[src/assert_macros.svh]
// assertion macros for the rtl files
`ifndef ASSERT_MACROS_SVH
`define ASSERT_MACROS_SVH

// property that must hold at every clock edge outside reset
`define FJ_ASSERT(label, prop, msg) \
	label: assert property (@(posedge clk) disable iff (!arst_n) prop) else $error(msg);

// condition at one edge implies the expression at the next edge
`define FJ_ASSERT_NEXT(label, cond, expr, msg) \
	label: assert property (@(posedge clk) disable iff (!arst_n) (cond) |=> (expr)) \
		else $error(msg);

`endif

[src/fjdat_pkg.sv]
// package with the codes, characters and result type of the json tokenizer
`default_nettype none

package fjdat_pkg;

	localparam int COUNT_WIDTH_DEF = 16;

	// parser phases
	localparam logic [2:0] PH_START    = 3'd0;
	localparam logic [2:0] PH_DICT     = 3'd1;
	localparam logic [2:0] PH_KEY      = 3'd2;
	localparam logic [2:0] PH_IN_KEY   = 3'd3;
	localparam logic [2:0] PH_VALUE    = 3'd4;
	localparam logic [2:0] PH_IN_VALUE = 3'd5;
	localparam logic [2:0] PH_DONE     = 3'd6;
	localparam logic [2:0] PH_ERROR    = 3'd7;

	// event codes
	localparam logic [2:0] EV_OPEN   = 3'd0;
	localparam logic [2:0] EV_KCHAR  = 3'd1;
	localparam logic [2:0] EV_KEND   = 3'd2;
	localparam logic [2:0] EV_VCHAR  = 3'd3;
	localparam logic [2:0] EV_VEND   = 3'd4;
	localparam logic [2:0] EV_CLOSE  = 3'd5;
	localparam logic [2:0] EV_ACLOSE = 3'd6;
	localparam logic [2:0] EV_ERROR  = 3'd7;

	// characters
	localparam logic [7:0] CH_LBRACKET = 8'h5B;
	localparam logic [7:0] CH_RBRACKET = 8'h5D;
	localparam logic [7:0] CH_LBRACE   = 8'h7B;
	localparam logic [7:0] CH_RBRACE   = 8'h7D;
	localparam logic [7:0] CH_COMMA    = 8'h2C;
	localparam logic [7:0] CH_COLON    = 8'h3A;
	localparam logic [7:0] CH_BSLASH   = 8'h5C;
	localparam logic [7:0] CH_QUOTE    = 8'h22;
	localparam logic [7:0] CH_SPACE    = 8'h20;
	localparam logic [7:0] CH_TAB      = 8'h09;
	localparam logic [7:0] CH_CR       = 8'h0D;

	typedef struct packed {
		logic [2:0]  ev;
		logic [7:0]  ch;
		logic [15:0] obj;
		logic [15:0] pair;
		logic [31:0] off;
		logic        last;
	} fjdat_res_t;

	function automatic fjdat_res_t fjdat_mk(logic [2:0] ev, logic [7:0] ch,
			logic [15:0] obj, logic [15:0] pair, logic [31:0] off);
		fjdat_res_t r;
		r.ev   = ev;
		r.ch   = ch;
		r.obj  = obj;
		r.pair = pair;
		r.off  = off;
		r.last = 1'b0;
		return r;
	endfunction

endpackage

`default_nettype wire

[src/flat_json_dict_array_tokenizer.sv]
// top level of the flat json object-array tokenizer
// usage:
//   the slave stream carries the text one byte per request: s_tdata is the
//   byte, s_tlast marks the final byte of a text. the master stream carries
//   events: m_tuser is the event code, m_tdata holds the character, object
//   count, pair count and byte offset, m_tlast marks the final event that a
//   byte caused (bytes such as whitespace cause none).
//   the events of a byte are registered in the event queue before they are valid.
//   throughput: one byte per cycle while each byte gives at most one event
//   and the receiver keeps up; the master side sends events one at a time,
//   and a four-entry event queue absorbs a byte's two events, so s_tready only
//   drops while three or more events wait (the queue needs room for two).
//   a stalled receiver fills the queue, then s_tready goes low; no event is
//   lost or repeated.
//   reset clears the parser to "before the opening bracket" with all counts
//   at zero and empties the queue. the final byte of a text also returns the
//   parser to that state after its events are queued.
`default_nettype none

`include "assert_macros.svh"

module flat_json_dict_array_tokenizer
	import fjdat_pkg::*;
#(
	parameter int COUNT_WIDTH = COUNT_WIDTH_DEF
) (
	input  wire logic        clk,
	input  wire logic        arst_n,
	input  wire logic        s_tvalid,
	output logic             s_tready,
	input  wire logic [7:0]  s_tdata,   // [7:0] text_byte
	input  wire logic        s_tlast,   // end_of_text
	output logic             m_tvalid,
	input  wire logic        m_tready,
	output logic [71:0]      m_tdata,   // [7:0] char_out, [23:8] object_index,
	                                    // [39:24] pair_index, [71:40] byte_offset
	output logic [2:0]       m_tuser,   // [2:0] event_res
	output logic             m_tlast    // last_of_run
);

	// parser state
	logic [2:0]             phase_q, phase_d;
	logic                   quo_q, quo_d;
	logic                   esc_q, esc_d;
	logic                   sep_q, sep_d;
	logic [31:0]            pos_q, pos_d;
	logic [COUNT_WIDTH-1:0] objs_q, objs_d;
	logic [COUNT_WIDTH-1:0] pairs_q, pairs_d;

	// events of the current byte
	fjdat_res_t             res_d [2];
	logic [1:0]             nres_d;

	// event queue
	fjdat_res_t             fifo_q [4];
	logic [1:0]             wr_ptr_q, rd_ptr_q;
	logic [2:0]             cnt_q;

	logic [7:0]             b;
	logic                   is_ws, is_term, accept, pop;
	logic [2:0]             chev;
	logic [1:0]             push_n;

	assign b       = s_tdata;
	assign is_ws   = b inside {CH_SPACE, [CH_TAB:CH_CR]};
	assign is_term = b inside {CH_SPACE, CH_COMMA, CH_RBRACE, CH_RBRACKET};
	assign chev    = (phase_q == PH_IN_KEY) ? EV_KCHAR : EV_VCHAR;

	assign s_tready = (cnt_q <= 3'd2);
	assign accept   = s_tvalid && s_tready;
	assign m_tvalid = (cnt_q != 3'd0);
	assign pop      = m_tvalid && m_tready;
	assign push_n   = accept ? nres_d : 2'd0;

	// one byte through the parser; each event snapshots the counts as they
	// stand at the moment it is raised
	always_comb begin
		phase_d  = phase_q;
		quo_d    = quo_q;
		esc_d    = esc_q;
		sep_d    = sep_q;
		objs_d   = objs_q;
		pairs_d  = pairs_q;
		res_d[0] = fjdat_mk(EV_OPEN, 8'd0, 16'd0, 16'd0, 32'd0);
		res_d[1] = fjdat_mk(EV_OPEN, 8'd0, 16'd0, 16'd0, 32'd0);
		nres_d   = 2'd0;

		if (phase_q == PH_IN_KEY || phase_q == PH_IN_VALUE) begin
			if (!quo_q) begin
				if (!is_term) begin
					res_d[nres_d[0]] = fjdat_mk(chev, b, 16'(objs_d), 16'(pairs_d), pos_q);
					nres_d = nres_d + 2'd1;
				end else begin
					// unquoted string ends; the terminator is then parsed again
					esc_d = 1'b0;
					quo_d = 1'b0;
					sep_d = 1'b0;
					if (phase_q == PH_IN_KEY) begin
						res_d[nres_d[0]] = fjdat_mk(EV_KEND, 8'd0, 16'(objs_d),
							16'(pairs_d), pos_q);
						nres_d = nres_d + 2'd1;
						phase_d = PH_VALUE;
					end else begin
						if (pairs_d != '1) pairs_d = pairs_d + COUNT_WIDTH'(1);
						res_d[nres_d[0]] = fjdat_mk(EV_VEND, 8'd0, 16'(objs_d),
							16'(pairs_d), pos_q);
						nres_d = nres_d + 2'd1;
						phase_d = PH_KEY;
					end
					if (b != CH_SPACE) begin
						if (phase_d == PH_VALUE || b == CH_RBRACKET) begin
							res_d[nres_d[0]] = fjdat_mk(EV_ERROR, 8'd0, 16'(objs_d),
								16'(pairs_d), pos_q);
							nres_d = nres_d + 2'd1;
							phase_d = PH_ERROR;
						end else if (b == CH_COMMA) begin
							sep_d = 1'b1;
						end else begin
							// closing brace after a value
							if (pairs_d != '0) begin
								if (objs_d != '1) objs_d = objs_d + COUNT_WIDTH'(1);
								res_d[nres_d[0]] = fjdat_mk(EV_CLOSE, 8'd0, 16'(objs_d),
									16'(pairs_d), pos_q);
								nres_d = nres_d + 2'd1;
							end
							phase_d = PH_DICT;
							sep_d   = 1'b0;
						end
					end
				end
			end else begin
				// quoted string: only a backslash before a quote is an escape
				if (esc_q) begin
					esc_d = 1'b0;
					res_d[nres_d[0]] = fjdat_mk(chev, (b == CH_QUOTE) ? CH_QUOTE : CH_BSLASH,
						16'(objs_d), 16'(pairs_d), pos_q);
					nres_d = nres_d + 2'd1;
				end
				if (!(esc_q && b == CH_QUOTE)) begin
					if (b == CH_BSLASH) begin
						esc_d = 1'b1;
					end else if (b == CH_QUOTE) begin
						esc_d = 1'b0;
						quo_d = 1'b0;
						sep_d = 1'b0;
						if (phase_q == PH_IN_KEY) begin
							res_d[nres_d[0]] = fjdat_mk(EV_KEND, 8'd0, 16'(objs_d),
								16'(pairs_d), pos_q);
							nres_d = nres_d + 2'd1;
							phase_d = PH_VALUE;
						end else begin
							if (pairs_d != '1) pairs_d = pairs_d + COUNT_WIDTH'(1);
							res_d[nres_d[0]] = fjdat_mk(EV_VEND, 8'd0, 16'(objs_d),
								16'(pairs_d), pos_q);
							nres_d = nres_d + 2'd1;
							phase_d = PH_KEY;
						end
					end else begin
						res_d[nres_d[0]] = fjdat_mk(chev, b, 16'(objs_d), 16'(pairs_d), pos_q);
						nres_d = nres_d + 2'd1;
					end
				end
			end
		end else if (phase_q != PH_DONE && phase_q != PH_ERROR && !is_ws) begin
			case (phase_q)
				PH_START: begin
					if (b == CH_LBRACKET) begin
						phase_d = PH_DICT;
						sep_d   = 1'b0;
					end else begin
						res_d[nres_d[0]] = fjdat_mk(EV_ERROR, 8'd0, 16'(objs_d),
							16'(pairs_d), pos_q);
						nres_d = nres_d + 2'd1;
						phase_d = PH_ERROR;
					end
				end
				PH_DICT: begin
					if (b == CH_LBRACE) begin
						pairs_d = '0;
						sep_d   = 1'b0;
						phase_d = PH_KEY;
					end else if (!sep_q && b == CH_COMMA) begin
						sep_d = 1'b1;
					end else if (!sep_q && b == CH_RBRACKET) begin
						res_d[nres_d[0]] = fjdat_mk(EV_ACLOSE, 8'd0, 16'(objs_d),
							16'(pairs_d), pos_q);
						nres_d = nres_d + 2'd1;
						phase_d = PH_DONE;
					end else begin
						// a comma between objects must be followed by a brace
						res_d[nres_d[0]] = fjdat_mk(EV_ERROR, 8'd0, 16'(objs_d),
							16'(pairs_d), pos_q);
						nres_d = nres_d + 2'd1;
						phase_d = PH_ERROR;
					end
				end
				PH_KEY, PH_VALUE: begin
					if (!sep_q && phase_q == PH_KEY && b == CH_RBRACE) begin
						// empty objects give neither open nor close
						if (pairs_d != '0) begin
							if (objs_d != '1) objs_d = objs_d + COUNT_WIDTH'(1);
							res_d[nres_d[0]] = fjdat_mk(EV_CLOSE, 8'd0, 16'(objs_d),
								16'(pairs_d), pos_q);
							nres_d = nres_d + 2'd1;
						end
						phase_d = PH_DICT;
						sep_d   = 1'b0;
					end else if (!sep_q && phase_q == PH_KEY && b == CH_COMMA) begin
						sep_d = 1'b1;
					end else if (!sep_q && phase_q == PH_VALUE && b == CH_COLON) begin
						sep_d = 1'b1;
					end else if (b != CH_QUOTE && is_term) begin
						// empty unquoted string
						res_d[nres_d[0]] = fjdat_mk(EV_ERROR, 8'd0, 16'(objs_d),
							16'(pairs_d), pos_q);
						nres_d = nres_d + 2'd1;
						phase_d = PH_ERROR;
					end else begin
						if (phase_q == PH_KEY && pairs_d == '0) begin
							res_d[nres_d[0]] = fjdat_mk(EV_OPEN, 8'd0, 16'(objs_d),
								16'(pairs_d), pos_q);
							nres_d = nres_d + 2'd1;
						end
						esc_d   = 1'b0;
						phase_d = (phase_q == PH_KEY) ? PH_IN_KEY : PH_IN_VALUE;
						quo_d   = (b == CH_QUOTE);
						if (b != CH_QUOTE) begin
							res_d[nres_d[0]] = fjdat_mk((phase_q == PH_KEY) ? EV_KCHAR : EV_VCHAR,
								b, 16'(objs_d), 16'(pairs_d), pos_q);
							nres_d = nres_d + 2'd1;
						end
					end
				end
				default: begin
					res_d[nres_d[0]] = fjdat_mk(EV_ERROR, 8'd0, 16'(objs_d),
						16'(pairs_d), pos_q);
					nres_d = nres_d + 2'd1;
					phase_d = PH_ERROR;
				end
			endcase
		end

		// text ends before the array closed: error replaces any second event
		if (s_tlast && phase_d != PH_DONE && phase_d != PH_ERROR) begin
			if (nres_d == 2'd2) nres_d = 2'd1;
			res_d[nres_d[0]] = fjdat_mk(EV_ERROR, 8'd0, 16'(objs_d), 16'(pairs_d), pos_q);
			nres_d = nres_d + 2'd1;
		end

		if (nres_d == 2'd1) res_d[0].last = 1'b1;
		if (nres_d == 2'd2) res_d[1].last = 1'b1;

		// position count and return to reset state at end of text
		if (s_tlast) begin
			phase_d = PH_START;
			quo_d   = 1'b0;
			esc_d   = 1'b0;
			sep_d   = 1'b0;
			objs_d  = '0;
			pairs_d = '0;
			pos_d   = '0;
		end else begin
			pos_d   = (pos_q == '1) ? pos_q : pos_q + 32'd1;
		end
	end

	// parser state registers
	always_ff @(posedge clk or negedge arst_n) begin
		if (!arst_n) begin
			phase_q <= PH_START;
			quo_q   <= 1'b0;
			esc_q   <= 1'b0;
			sep_q   <= 1'b0;
			pos_q   <= '0;
			objs_q  <= '0;
			pairs_q <= '0;
		end else if (accept) begin
			phase_q <= phase_d;
			quo_q   <= quo_d;
			esc_q   <= esc_d;
			sep_q   <= sep_d;
			pos_q   <= pos_d;
			objs_q  <= objs_d;
			pairs_q <= pairs_d;
		end
	end

	// queue control
	always_ff @(posedge clk or negedge arst_n) begin
		if (!arst_n) begin
			wr_ptr_q <= 2'd0;
			rd_ptr_q <= 2'd0;
			cnt_q    <= 3'd0;
		end else begin
			wr_ptr_q <= wr_ptr_q + push_n;
			if (pop) rd_ptr_q <= rd_ptr_q + 2'd1;
			cnt_q    <= cnt_q + {1'b0, push_n} - {2'b00, pop};
		end
	end

	// queue payload, no reset needed
	always_ff @(posedge clk) begin
		if (push_n != 2'd0) fifo_q[wr_ptr_q] <= res_d[0];
		if (push_n == 2'd2) fifo_q[wr_ptr_q + 2'd1] <= res_d[1];
	end

	assign m_tuser = fifo_q[rd_ptr_q].ev;
	assign m_tdata = {fifo_q[rd_ptr_q].off, fifo_q[rd_ptr_q].pair,
		fifo_q[rd_ptr_q].obj, fifo_q[rd_ptr_q].ch};
	assign m_tlast = fifo_q[rd_ptr_q].last;

	// checks
	`FJ_ASSERT(a_cnt_range, cnt_q <= 3'd4, "event queue overfilled")
	`FJ_ASSERT(a_cnt_ptrs, cnt_q[1:0] == 2'(wr_ptr_q - rd_ptr_q), "queue count off pointers")
	`FJ_ASSERT(a_esc_quoted, !esc_q || quo_q, "escape flag outside a quoted string")
	`FJ_ASSERT_NEXT(a_eot_reset, accept && s_tlast,
		phase_q == PH_START && pos_q == 32'd0 && pairs_q == '0,
		"parser not reset after end of text")

endmodule

`default_nettype wire

[config.mk]
export PLATFORM = sky130hd
export DESIGN_NAME = flat_json_dict_array_tokenizer
export DESIGN_NICKNAME = d
export VERILOG_FILES = /design/src/fjdat_pkg.sv /design/src/flat_json_dict_array_tokenizer.sv
export VERILOG_INCLUDE_DIRS = /design/src /design/src/src
export SDC_FILE = /design/constraint.sdc
export NUM_CORES = 1
export LEC_CHECK = 0
export BUFFER_PORTS_ARGS = -buffer_cell sky130_fd_sc_hd__buf_2
export CAP_MARGIN = 0
export CORE_MARGIN = 4
export CORE_UTILIZATION = 55
export DETAILED_ROUTE_END_ITERATION = 10
export PLACE_DENSITY = 0.83
export SKIP_LAST_GASP = 1
export SYNTH_ARGS = -nofsm -noshare
export SYNTH_HDL_FRONTEND = slang
export SYNTH_SLANG_ARGS = --single-unit
[constraint.sdc]
create_clock -name clk -period 11.7 [get_ports clk]
set_input_delay 0.585 -clock clk [delete_from_list [all_inputs] [get_ports clk]]
set_output_delay 0.585 -clock clk [all_outputs]
set_load 0.02 [all_outputs]
Word-level counts from Yosys, hierarchy flattened
Memories as Yosys holds them, arrays and structs flattened.
Cells that the tools add are included.

storage, ports and cells
  bits of input ports = 13
  memory bits (writable) = 304
  logic and storage cells = 335
  output and inout bits = 78
  register bits after elaboration = 77
  memories kept = 1

memory list
  memory  depth  bits a word  rd ports  clocked after Yosys merged registers in  wr ports  line                                  source
  fifo_q  4      76           1         0                                        2         flat_json_dict_array_tokenizer.sv:55  fjdat_res_t fifo_q [4];

cells by class
  add/sub/neg operators = 12
  reductions and logical operators = 41
  eq/ne operators = 40
  bitwise operators = 4
  $lt $le $gt $ge = 11
  mux-type cells = 216

operator list
  cell                     number
  $mux W152                15
  $mux W76                 28
  $bwmux W152              7
  $mux W16                 42
  $demux W76 S1            4
  $pmux W76 S3             1
  $mux W75                 1
  $mux W74                 1
  $mux W3                  23
  $mux W2                  33
  $mux W65                 1
  $mux W32                 2
  $mux W1                  54
  $eq A8 B7 Y1 const B     5
  $add A16 B1 Y16 const B  2
  $add A32 B1 Y32 const B  1
  $eq A32 B32 Y1 const B   1
  $eq A8 B6 Y1 const B     4
  $ne A16 B16 Y1 const B   2
  $reduce_bool A16 Y1      2
  $ne A3 B3 Y1 const B     8
  $logic_and A1 B1 Y1      21
  $logic_not A16 Y1        1
  $ne A4 B4 Y1 const B     4
  36 further kinds         61

Depth between registers and ports, before layout
  depth in word-level cells = 30
  gate-level depth with buffers = 26
  mapped depth without buffers = 22

Worst setup path after synthesis
Ideal clock, no wire load.

  path kind = input -> register
  start = in s_tdata[4]
  end = mem fifo_q[1][0] in the netlist's numbering (enable)
  setup time = 0.724 ns
  data arrival time = 12.014 ns
  cell stages on the path = 17
  path buffers = 4
  data required time = 10.976 ns
  path slack = -1.038 ns
  cells stage by stage = buf_2 > or4b_1 > buf_2 > nor2_1 > inv_1 > clkbuf_1 > ha_1 > a211oi_1 > nor2b_1 > o22ai_1 > a21oi_1 > ha_1 > nand2b_1 > a41oi_1 > clkbuf_1 > or3_1 > nor4b_1

RTL lines
  item         line                                  source
  from (decl)  flat_json_dict_array_tokenizer.sv:31  input wire logic [7:0] s_tdata,
  to (decl)    flat_json_dict_array_tokenizer.sv:55

==> metrics.log <==
INFO  metric power.leakage = 0.00908 uW
INFO  metric postRouteAntennaNets = 0
INFO  metric min_period = 7050 ps
INFO  metric cts.reportedPaths.clkPinSlew = 60 ps
INFO  metric netSwitchingPower = 2810 uW
INFO  metric regToRegSetupSlack = 4650 ps
INFO  metric deepest_level_of_the_cts_h_tree = 2
INFO  metric critPathLaunchType = flop
INFO  metric grt_first_pass_wirelength = 115000 microns
INFO  metric power.ir.vdd_worst = 0.188 mV
INFO  metric route.detailed.wl_per_inst = 26.9 microns
INFO  metric finalWorstSetupSlack = 4650 ps
INFO  metric final_skew = 18.6 ps
INFO  metric num-nets-final = 2244
INFO  metric unrepaired_setup_endpoints_after_global_routing = false
INFO  metric tritoncts = done
INFO  metric grt_overflow_total = 0
INFO  metric finalWeightedCongestion = 0.997
INFO  metric 1st_iter_drt_viols = 2870
INFO  metric route.final.wire_length = 75000 microns
INFO  metric cellInternalPower = 3500 uW
INFO  metric floorplan.initialDensity = 55.9%
INFO  metric worst_hold_path.num_cells = 3
INFO  metric min_from = m_tready
INFO  metric hpwl = 49200 microns
INFO  metric synthesis.yosys.warnings = 0
INFO  metric place_worst_setup_slack = 4820 ps
INFO  metric worst_path_required_time = 11870 ps
INFO  metric final_layout_size_suffix_gt1_share = 14.7%
INFO  metric std_cell_rows = 75
INFO  metric power_frac_clock = 18.7%
INFO  metric rr_endpoint = fifo_q[0][52]
INFO  metric grt_max_degree = 77
INFO  metric seq_total_area_yosys = 47.0%
INFO  metric postSynthAreaPerCell = 10.5 sq um
INFO  metric final.setup.tns = 0 ps
INFO  metric synth_area = 23500 sq um
INFO  metric comb_power_share = 49.0%
INFO  metric drt-vias-per-instance = 7.06
INFO  metric cts-buffers-inserted = 39
INFO  metric port_buffers = 90
INFO  metric areaGrowthSynthToFinish = 8.55%
INFO  metric run_status = complete, no violations
INFO  metric critical_path_peak_fanout = 61
INFO  metric r2r.worst_path.cells = 16
INFO  metric detailroute.via_count = 19700
INFO  metric drt_pass1_iterations = 7
INFO  metric sequentialPowerShare = 32.3%
INFO  metric ys_async_sr_fraction = 20.2%
INFO  metric setup_violations = 0
INFO  metric yosysMostFrequentCell = edfxtp_1
INFO  metric clock_latency = 560 ps
INFO  metric synth_seq_cells = 381
INFO  metric setup.worst_path.end_class = flop
INFO  metric via_count_of_the_first_global_routing_pass = 19500
INFO  metric synthCells = 2239
INFO  metric power-per-cell-area = 247 nW/um^2
INFO  metric synth_top_cell_by_area = edfxtp_1
INFO  metric yosys_most_used_dff = edfxtp_1
INFO  metric final_hold_viol_count = 0
INFO  metric switching_share = 44.6%
INFO  metric core-area = 42100 sq um
INFO  metric top_level_ports = 91
INFO  metric track_usage = 31.6%
INFO  metric number_of_maximum_capacitance_constraint_violations = 0
INFO  metric cts_max_path_buffers = 3
INFO  metric hold_path.class = input port to flop
INFO  metric die_area = 46200 sq um
INFO  metric cts-resized-gates = 0
INFO  metric ys_top_cells_by_area = edfxtp_1 (39%), dfrtp_1 (8.2%), mux4_2 (7.3%), mux2i_1 (5.1%), and2_1 (3.9%)
INFO  metric fill_cells = 3261
INFO  metric floorplan.die.height = 215 microns
INFO  metric worst_path_arrival = 7230 ps
INFO  metric cts.root.buffer_cell = clkbuf_16
INFO  metric die-width = 215 microns
INFO  metric design_power_total = 6320 uW
INFO  metric reg2reg_from = pairs_q[0]
INFO  metric drt_drc_violations_left = 0
INFO  metric synth_top_area_share = 38.8%
INFO  metric min_to = rd_ptr_q[0]
INFO  metric max_slew_violation_total_from_the_final_report = 0
INFO  metric number_of_unique_standard_cell_types_used_by_synthesis = 95
INFO  metric maxClockFrequency = 0.142 GHz
INFO  metric worst_hold_slack = 404 ps
INFO  metric critical_path_class = flop to flop
INFO  metric synthTopCellsByCount = edfxtp_1 (304), nand2_1 (180), o21ai_0 (167)
INFO  metric grt_antenna_before_repair = 0
INFO  metric cts_num_sinks = 381
INFO  metric antenna_diode_count = 0
INFO  metric number_of_enable_flip_flop_cells_after_synthesis = 304
INFO  metric worst-slew-pin-transition = 1220 ps
INFO  metric syn-num-nets = 2269
INFO  metric post-route-period-util = 60.3%
INFO  metric slew-limit-headroom = 17.8%
-- per-stage QoR --
step | cell area [sq um] | utilization (%) | std cells
global placement | 24300 | 57.8 | 2711
CTS | 25500 | 60.6 | 2784
global route | 25500 | 60.6 | 2784
floorplan | 23500 | - | 2239
finish | 25500 | 60.6 | 2784
detailed placement | 24300 | 57.8 | 2711
-- final cells by class --
| type | instances | area (sq um) | share of cell area (%) |
|---|---|---|---|
| flip-flops and latches | 381 | 11100 | 43.3 |
| well taps | 539 | 674 | 2.64 |
| repair buffers | 134 | 786 | 3.08 |
| inverters | 35 | 131 | 0.514 |
| clock buffers | 57 | 1070 | 4.20 |
| clock inverters | 15 | 115 | 0.451 |
| multi-input cells | 1623 | 11700 | 45.8 |
-- worst max-delay path by stage --
| stage | to | slack [ps] | start | cells past startpoint |
|---|---|---|---|---|
| 6_report | fifo_q[0][52] | 4650 | pairs_q[0] | 16 |
| 5_1_grt | fifo_q[0][52] | 4350 | phase_q[2] | 16 |
| 3_3_place_gp | fifo_q[0][67] | 4970 | phase_q[2] | 16 |
| 4_1_cts | fifo_q[0][67] | 4870 | pairs_q[0] | 16 |
| 3_5_place_dp | fifo_q[0][72] | 4820 | s_tdata[5] | 17 |
| 2_1_floorplan | fifo_q[0][0] | 1880 | s_tdata[4] | 17 |
-- state kept, by name, summed over array words and instances, names as in the netlist --
register,count
wr_ptr_q,2
fifo_q,304
rd_ptr_q,2
phase_q,3
quo_q,1
esc_q,1
objs_q,16
sep_q,1
cnt_q,3
pos_q,32
pairs_q,16
-- placed cells by master (no fill, tap or decap), types with 23 or more instances in the layout --
| master | count |
|---|---|
| xnor2_1 | 25 |
| nand4_1 | 41 |
| nor3_1 | 34 |
| nand3_1 | 88 |
| mux2i_1 | 117 |
| a31oi_1 | 40 |
| clkbuf_16 | 39 |
| a21oi_1 | 108 |
| edfxtp_1 | 304 |
| xor2_1 | 32 |
| o211ai_1 | 24 |
| and2_1 | 144 |
| and3_1 | 23 |
| dfrtp_1 | 75 |
| buf_4 | 44 |
| mux4_2 | 76 |
| o21ai_0 | 165 |
| inv_1 | 32 |
| nor2_1 | 145 |
| buf_2 | 89 |
| nand2_1 | 177 |
-- cell families after synthesis --
logic type | Yosys count | synth area share [%]
adder cells (fa/ha/maj) | 17 | 0.936
flip-flops | 381 | 47.0
AO/OA/AOI/OAI | 555 | 15.4
buffers and inverters | 235 | 4.01
multiplexers | 211 | 13.1
XOR/XNOR | 57 | 2.12
AND/OR/NAND/NOR | 783 | 17.5
-- worst max-delay path: stages, from the launching register on --
cell and delay [ps]:
dfrtp_1 580, ha_1 450, nand4_1 320, or4_1 740, a311oi_1 340, a31oi_1 150
nand3b_1 290, nor4b_1 650, a21oi_1 210, ha_1 280, nand2b_1 180, a41oi_2 210
nand2_2 180, a211o_2 420, buf_4 360, o21ai_4 320, buf_4 860
-- per-layer routing --
layer / track usage, % / part of all wire (%)
met5: 0 / 0
met4: 11.9 / 4.2
met3: 5.69 / 9.5
met2: 51.6 / 47
met1: 42.7 / 39
-- power by group through the flow --
stage | clock network, uW | registers, uW | logic [uW]
2_1_floorplan | 0 | 1970 | 2070
3_3_place_gp | 0 | 2050 | 2960
3_5_place_dp | 0 | 2070 | 3020
4_1_cts | 1190 | 2040 | 3040
5_1_grt | 1250 | 2070 | 3250
6_report | 1180 | 2040 | 3090
-- timing repair --
item	in CTS	in global routing
buffers inserted	0	0
hold buffers	1	0
endpoints found under the hold margin	17	0
Power figures use the tool's default switching activity.
